### src/hdl/ptd_pkg.sv
// Shared constants for the trial-division primality tester.
`default_nettype none
package ptd_pkg;

  // Default width of the tested number
  localparam int NUMBER_WIDTH = 32;

  // Divisor constants of the 6k +/- 1 scheme
  localparam int DIV_THREE = 3;
  localparam int DIV_FIRST = 5;
  localparam int DIV_GAP   = 2;
  localparam int DIV_STEP  = 6;

endpackage
`default_nettype wire

### src/hdl/ptd_div.sv
// Radix-2 serial divider: one quotient bit per cycle, quotient and remainder held after done.
`default_nettype none
module ptd_div #(
  parameter int W = ptd_pkg::NUMBER_WIDTH
) (
  input  wire logic         clk,
  input  wire logic         rst_n,
  input  wire logic         start,
  input  wire logic [W-1:0] dividend,
  input  wire logic [W-1:0] divisor,
  output logic              busy,
  output logic              done,
  output logic [W-1:0]      quotient,
  output logic [W-1:0]      remainder
);
  import ptd_pkg::*;

  localparam int CW = $clog2(W + 1);

  logic          busy_r;
  logic          done_r;
  logic [CW-1:0] cnt_r;
  logic [W-1:0]  rem_r;
  logic [W-1:0]  quo_r;
  logic [W-1:0]  dsr_r;

  logic [W:0]    rem_sh;
  logic [W:0]    diff;
  logic          borrow;
  logic [W-1:0]  rem_nxt;

  // Shift in the next dividend bit and try one subtraction
  assign rem_sh  = {rem_r, quo_r[W-1]};
  assign diff    = rem_sh - {1'b0, dsr_r};
  assign borrow  = diff[W];
  assign rem_nxt = borrow ? rem_sh[W-1:0] : diff[W-1:0];

  // Control: bit counter, busy and done pulse
  always_ff @(posedge clk) begin
    if (!rst_n) begin
      busy_r <= 1'b0;
      done_r <= 1'b0;
      cnt_r  <= '0;
    end else begin
      done_r <= 1'b0;
      if (start) begin
        busy_r <= 1'b1;
        cnt_r  <= CW'(W);
      end else if (busy_r) begin
        cnt_r <= cnt_r - 1'b1;
        if (cnt_r == CW'(1)) begin
          busy_r <= 1'b0;
          done_r <= 1'b1;
        end
      end
    end
  end

  // Datapath: partial remainder and dividend/quotient shift register
  always_ff @(posedge clk) begin
    if (start) begin
      rem_r <= '0;
      quo_r <= dividend;
      dsr_r <= divisor;
    end else if (busy_r) begin
      rem_r <= rem_nxt;
      quo_r <= {quo_r[W-2:0], ~borrow};
    end
  end

  assign busy      = busy_r;
  assign done      = done_r;
  assign quotient  = quo_r;
  assign remainder = rem_r;

  // Done is a single-cycle pulse
  a_done_pulse: assert property (@(posedge clk) disable iff (!rst_n)
    done_r |=> !done_r)
    else $error("divider done held for more than one cycle");

  // A start always leads into a busy divider
  a_start_busy: assert property (@(posedge clk) disable iff (!rst_n)
    start |=> busy_r)
    else $error("divider not busy after start");

endmodule
`default_nettype wire

### src/hdl/prime_test_trial_division_top.sv
// Top level: primality test by trial division over 6k +/- 1 on a shared serial divider.
//
//  channel | ports                          | direction
//  --------+--------------------------------+----------
//  input   | in_valid, in_ready, in_number  | request in
//  result  | out_valid, out_ready, out_is_prime | request out
//
// A request is taken only when the sequencer is idle. Trivial values (negative, below 4,
// even) go straight to the finish state; otherwise the serial divider is run once for 3
// and twice per candidate pair 6k +/- 1 up to sqrt(n): about 1 + 2*sqrt(n)/6 divisions.
// Reset is synchronous, active low, and clears the sequencer and output valid.
// A stalled result holds in the output register; the next request is accepted meanwhile.
`default_nettype none
module prime_test_trial_division_top #(
  parameter int NUMBER_WIDTH = ptd_pkg::NUMBER_WIDTH
) (
  input  wire logic                    clk,
  input  wire logic                    rst_n,
  input  wire logic                    in_valid,
  output logic                         in_ready,
  input  wire logic [NUMBER_WIDTH-1:0] in_number,
  output logic                         out_valid,
  input  wire logic                    out_ready,
  output logic                         out_is_prime
);
  import ptd_pkg::*;

  localparam int W = NUMBER_WIDTH;

  typedef enum logic [2:0] {
    S_IDLE,
    S_DIV3,
    S_DIVA,
    S_DIVB,
    S_FIN
  } state_t;

  state_t       state_r;
  logic         res_r;
  logic         out_valid_r;
  logic         out_is_prime_r;
  logic         div_start_r;
  logic [W-1:0] num_r;
  logic [W-1:0] d_r;
  logic [W-1:0] dsr_r;

  logic         div_busy;
  logic         div_done;
  logic [W-1:0] div_quo;
  logic [W-1:0] div_rem;
  logic         in_acc;
  logic         rem_zero;

  assign in_acc   = in_valid && in_ready;
  assign in_ready = (state_r == S_IDLE);
  assign rem_zero = (div_rem == '0);

  // Shared serial divider
  ptd_div #(.W(W)) u_div (
    .clk      (clk),
    .rst_n    (rst_n),
    .start    (div_start_r),
    .dividend (num_r),
    .divisor  (dsr_r),
    .busy     (div_busy),
    .done     (div_done),
    .quotient (div_quo),
    .remainder(div_rem)
  );

  // Sequencer and output register
  always_ff @(posedge clk) begin
    if (!rst_n) begin
      state_r     <= S_IDLE;
      out_valid_r <= 1'b0;
      div_start_r <= 1'b0;
    end else begin
      div_start_r <= 1'b0;
      // drop a taken result; the finish state handles its own refill
      if (out_valid_r && out_ready && (state_r != S_FIN)) begin
        out_valid_r <= 1'b0;
      end
      unique case (state_r)
        S_IDLE: begin
          if (in_acc) begin
            num_r <= in_number;
            if (in_number[W-1]) begin
              // negative
              res_r   <= 1'b0;
              state_r <= S_FIN;
            end else if (in_number[W-2:2] == '0) begin
              // 0 and 1 are not prime, 2 and 3 are
              res_r   <= in_number[1];
              state_r <= S_FIN;
            end else if (!in_number[0]) begin
              res_r   <= 1'b0;
              state_r <= S_FIN;
            end else begin
              dsr_r       <= W'(DIV_THREE);
              div_start_r <= 1'b1;
              state_r     <= S_DIV3;
            end
          end
        end
        S_DIV3: begin
          if (div_done) begin
            if (rem_zero) begin
              res_r   <= 1'b0;
              state_r <= S_FIN;
            end else begin
              d_r         <= W'(DIV_FIRST);
              dsr_r       <= W'(DIV_FIRST);
              div_start_r <= 1'b1;
              state_r     <= S_DIVA;
            end
          end
        end
        S_DIVA: begin
          if (div_done) begin
            if (d_r > div_quo) begin
              // d*d > n: no divisor found
              res_r   <= 1'b1;
              state_r <= S_FIN;
            end else if (rem_zero) begin
              res_r   <= 1'b0;
              state_r <= S_FIN;
            end else begin
              dsr_r       <= d_r + W'(DIV_GAP);
              div_start_r <= 1'b1;
              state_r     <= S_DIVB;
            end
          end
        end
        S_DIVB: begin
          if (div_done) begin
            if (rem_zero) begin
              res_r   <= 1'b0;
              state_r <= S_FIN;
            end else begin
              d_r         <= d_r + W'(DIV_STEP);
              dsr_r       <= d_r + W'(DIV_STEP);
              div_start_r <= 1'b1;
              state_r     <= S_DIVA;
            end
          end
        end
        S_FIN: begin
          if (!out_valid_r || out_ready) begin
            out_valid_r    <= 1'b1;
            out_is_prime_r <= res_r;
            state_r        <= S_IDLE;
          end
        end
        default: begin
          state_r <= S_IDLE;
        end
      endcase
    end
  end

  assign out_valid    = out_valid_r;
  assign out_is_prime = out_is_prime_r;

  // The divider is never restarted while still working
  a_no_restart: assert property (@(posedge clk) disable iff (!rst_n)
    div_start_r |-> !div_busy)
    else $error("divider started while busy");

  // Candidates stay odd while the loop runs
  a_cand_odd: assert property (@(posedge clk) disable iff (!rst_n)
    (state_r == S_DIVA || state_r == S_DIVB) |-> d_r[0])
    else $error("trial divisor is even");

  // An accepted request leaves the idle state
  a_accept_busy: assert property (@(posedge clk) disable iff (!rst_n)
    in_acc |=> state_r != S_IDLE)
    else $error("sequencer idle after accepting a request");

  // A divider start happens only on the way into a wait state
  a_start_state: assert property (@(posedge clk) disable iff (!rst_n)
    div_start_r |-> (state_r == S_DIV3 || state_r == S_DIVA || state_r == S_DIVB))
    else $error("divider started outside a division state");

endmodule
`default_nettype wire
### config.mk
export PLATFORM = sky130hd
export DESIGN_NAME = prime_test_trial_division_top
export DESIGN_NICKNAME = d
export VERILOG_FILES = /design/src/hdl/ptd_pkg.sv /design/src/hdl/ptd_div.sv /design/src/hdl/prime_test_trial_division_top.sv
export SDC_FILE = /design/constraint.sdc
export NUM_CORES = 1
export LEC_CHECK = 0
export BUFFER_PORTS_ARGS = -buffer_cell sky130_fd_sc_hd__buf_2
export CAP_MARGIN = 20
export CORE_MARGIN = 2
export CORE_UTILIZATION = 50
export CTS_CLUSTER_DIAMETER = 120
export DETAILED_ROUTE_END_ITERATION = 10
export PLACE_DENSITY = 0.7
export SLEW_MARGIN = 10
export SYNTH_ARGS = -nofsm -noshare
export SYNTH_HDL_FRONTEND = slang
export SYNTH_SLANG_ARGS = --single-unit
### constraint.sdc
create_clock -name clk -period 4.8 [get_ports clk]
set_input_delay 1.2 -clock clk [delete_from_list [all_inputs] [get_ports clk]]
set_output_delay 1.2 -clock clk [all_outputs]
set_load 0.02 [all_outputs]
==> key figures <==
Route
  – DRC: 0
  – Average wire per standard cell: 17.2 um
  – Via-to-Cell Ratio: 5.83
  – Iter 0 DRT Violations: 868
  – First-pass iteration count of the detailed router: 5
  – WL final: 26.9 mm
  – Via count: 9,091
  – ANT nets after route: 0

Final layout
  – Most frequent cells in the layout: 161 x edfxtp_1, 130 x nor2_1, 94 x o21ai_0
  – Filler cells: 2,056
  – Register area: 0.00574 mm^2
  – Commonest non-fill, non-tap cell in the layout: edfxtp_1
  – Final net count: 1,328
  – Share of cells above drive strength 1: 0.0911
  – Area growth syn-to-layout: 9.97%
  – ANT cells: 0
  – Fin cells: 1,559
  – Area occupied by multi-input gates: approximately 0.0055 mm^2

Clock network
  – Clock Pin Slew Worst Setup and Hold Paths: 60 ps
  – CTS tree: yes
  – CTS resizes: 0
  – Clock Latency Late Sink: about 500 ps
  – CTS Hold Buffers Added: 0
  – Clock sinks: 206
  – Clk root buf: clkbuf_16
  – Clock Path Buffers: 3
  – H-Tree Depth: 1
  – Postcts setup bufs: 0
  – Num CTS Buffers: 22

Timing
  – Headroom to the max-slew limit: 0.297
  – Tcrit/Tclk final: 0.796
  – Setup-failing EPs final: 0
  – Final hold vios: 0
  – Fin worst setup slack: 981 ps
  – Final setup TNS: 0 ps
  – Transition time of the tightest slew-check pin: around 1000 ps
  – Hold Slack: 414 ps
  – Max-slew violation count: 0
  – Peak Freq: 0.262 GHz
  – Skew final: 9.82 ps
  – Period minus WS final: between 3000 and 4000 ps
  – Unrepaired setup endpoints after global routing: no

Global route
  – Vias in the first global route: 8,455
  – Largest net degree at the start of global routing: 66
  – GRT overflow: 0
  – GRT Total Usage: 0.217
  – First-pass GRT wire length: 43.1 mm
  – Initial antenna violation count: 0

Hold path
  – Hold WC Path Type: flop to flop
  – Endpoint, Worst Hold: u_div.dsr_r[25]$_DFFE_PP_
  – WHS Path Cells: 0
  – Min-delay src: dsr_r[25]$_SDFFCE_PN0P_

Synthesis
  – YS warnings: 0
  – Post-synthesis async set-or-reset flop share: 0
  – XOR/XNOR share of the synthesized area: 0.0532
  – Adder-Cell Fraction of Synth Area: 0.0725
  – Post-synth net total: approximately 1,300
  – Mapped Cells: 1,210
  – Sequential element share of the synthesized area: 0.484
  – Register bit total from synthesis: between 200 and 250
  – Synthesized-area fraction occupied by ao, oa, aoi and oai cells: 0.169
  – Synth unique cells: a little under 80
  – Post-synth EDFFs: between 150 and 200
  – Simple-gate share of the synthesized area: 0.167
  – Main combinational cell family by area after synthesis: compound AO/OA/AOI/OAI gates
  – Post-Syn Area: roughly 0.012 mm^2
  – Ys flop type: edfxtp_1
  – Syn_area_per_cell: 9.79 um^2
  – Largest area contributor in the netlist: edfxtp_1
  – Top post-synthesis cells by area: edfxtp_1 41%, dfxtp_1 7.6%, ha_1 7.1%
  – Mux share of post-synthesis cell area: 0.00359
  – Post-synth top area share: 0.408

Floorplan
  – Starting Density: 0.508
  – Area of the core: 0.0233 mm^2
  – DIE AREA: 0.0249 mm^2
  – Die Span X: 158 um
  – Row count: 56
  – Die height: 158 um
  – I/O pin count: 39

Critical path
  – Worst R2R End: dsr_r[10]$_SDFFCE_PN0P_
  – CP Cell Sequence: ha_1 -> nor2b_1 -> o21ai_0 -> a21oi_1 -> o31a_1 -> a2111oi_0 -> o21ai_0 -> a211oi_4 -> buf_4
  – CP required: 4960 ps
  – Worst Reg-to-Reg Cells: 9
  – FF-to-FF setup slack: 980 ps
  – Critical path class: flop to flop
  – Worst r2r src: d_r[2]$_SDFFCE_PN1P_
  – Max FO, Critical Path: 32
  – CP max-delay cell: a2111oi_0
  – Largest stage delay on the critical path: 870 ps
  – Arrival @ worst endpoint: 3980 ps
  – Startpoint types: flop
  – Worst setup EP type: flop
  – Most frequent CP cell: o21ai_0

Place
  – # port buffers: 38
  – HPWL after detailed placement: 19.5 mm
  – DP Worst Slack: ~1000 ps
  – Final GP Congestion: 0.915
  – Placed insts: 1,519

Power and ir drop
  – Comb pwr share: 0.333
  – Design internal power: 3.93 mW
  – NetSw: about 2.1 mW
  – Clock power share: 0.279
  – VDD IR max: roughly 300 uV
  – Sequential Power Share: 0.388
  – Switching Fraction: 0.348
  – PnR Total Power: 6.03 mW
  – Leakage: 4.97 nW
  – Power per Cell Area: 463 mW/mm^2

Status
  – Run status: finished, final reports clean

Job
  – Max cap viols: 0
logic make-up (layout without fill, tap and decap cells):
| group | after synthesis | after routing |
|---|---|---|
| adders and majority gates | 68 | 68 |
| other | 1 | 1 |
| buffers and inverters | 145 | 175 |
| DFF | 206 | 206 |
| xor gates and xnor gates | 72 | 72 |
| muxes | 4 | 4 |
| and+or+nand+nor | 410 | 410 |
| AOI/OAI and AO/OA | 304 | 304 |
sequential cells by signal, summed over array words and instances, names as in the netlist:
name             count
dsr_r               32
num_r               32
u_div.dsr_r         32
u_div.quotient      32
u_div.remainder     32
d_r                 31
u_div.cnt_r          6
state_r              3
div_start_r          1
out_is_prime         1
out_valid            1
res_r                1
u_div.busy           1
u_div.done           1
area by class of cell:
type	instances	share of cell area
clock inverter	9	0.00730
multi-input combinational	859	0.425
timing repair buffer	51	0.0242
tap	319	0.0306
inverter	84	0.0242
clock buffer	31	0.0480
sequential	206	0.441
worst max-delay path: cells and delay by family, from the launching register on:
kind,cells,cell delay [ps]
AO/OA/AOI/OAI,6,2080
flip-flops,1,520
AND/OR/NAND/NOR,1,130
buffers and inverters,1,370
adder cells (fa/ha/maj),1,350
Yosys cell counts (all sizes together) (7+ instances only):
| cell type | n |
|---|---|
| a211oi | 16 |
| a21o | 21 |
| a21oi | 51 |
| a311oi | 24 |
| a31oi | 9 |
| and3 | 7 |
| buf | 22 |
| clkbuf | 37 |
| dfxtp | 45 |
| edfxtp | 161 |
| ha | 67 |
| inv | 84 |
| nand2 | 93 |
| nand3 | 52 |
| nand4 | 33 |
| nor2 | 132 |
| nor2b | 9 |
| nor3 | 26 |
| nor4 | 16 |
| o21ai | 95 |
| o22ai | 24 |
| or3 | 10 |
| xnor2 | 36 |
| xor2 | 36 |
layer usage:
layer,global-route usage,routed length (um),up-vias
met2,0.375,13000,271
met4,0.0628,670,0
li1,-,-,4503
met3,0.0282,1450,48
met1,0.286,11700,4269
met5,0,0,-
how the worst max path moves through the flow:
stage                     cells after the start                  start  slack (ps)                 endpoint
after floorplan                               8   d_r[2]$_SDFFCE_PN1P_         980   dsr_r[0]$_SDFFCE_PN1P_
after global placement                        9   d_r[2]$_SDFFCE_PN1P_         990  dsr_r[11]$_SDFFCE_PN0P_
after detailed placement                      9   d_r[2]$_SDFFCE_PN1P_        1040  dsr_r[11]$_SDFFCE_PN0P_
after CTS                                     9   d_r[2]$_SDFFCE_PN1P_        1000   dsr_r[3]$_SDFFCE_PN0P_
after global routing                          9  d_r[13]$_SDFFCE_PN0P_         870  dsr_r[25]$_SDFFCE_PN0P_
final                                         9   d_r[2]$_SDFFCE_PN1P_         980  dsr_r[10]$_SDFFCE_PN0P_
stage by stage:
stage	cell area, um^2	utilization
finish	13000	0.558
global route	13000	0.558
CTS	13000	0.558
detailed placement	12300	0.527
global placement	12300	0.526
floorplan	11900	-
power groups by stage:
stage	Combinational, mW	Clock, mW	Sequential (mW)
2_1_floorplan	1.58	0	2.30
3_3_place_gp	1.92	0	2.37
3_5_place_dp	1.97	0	2.37
4_1_cts	1.99	1.72	2.34
5_1_grt	2.24	1.78	2.37
6_report	2.01	1.68	2.34
(Power assumes the default switching activity.)
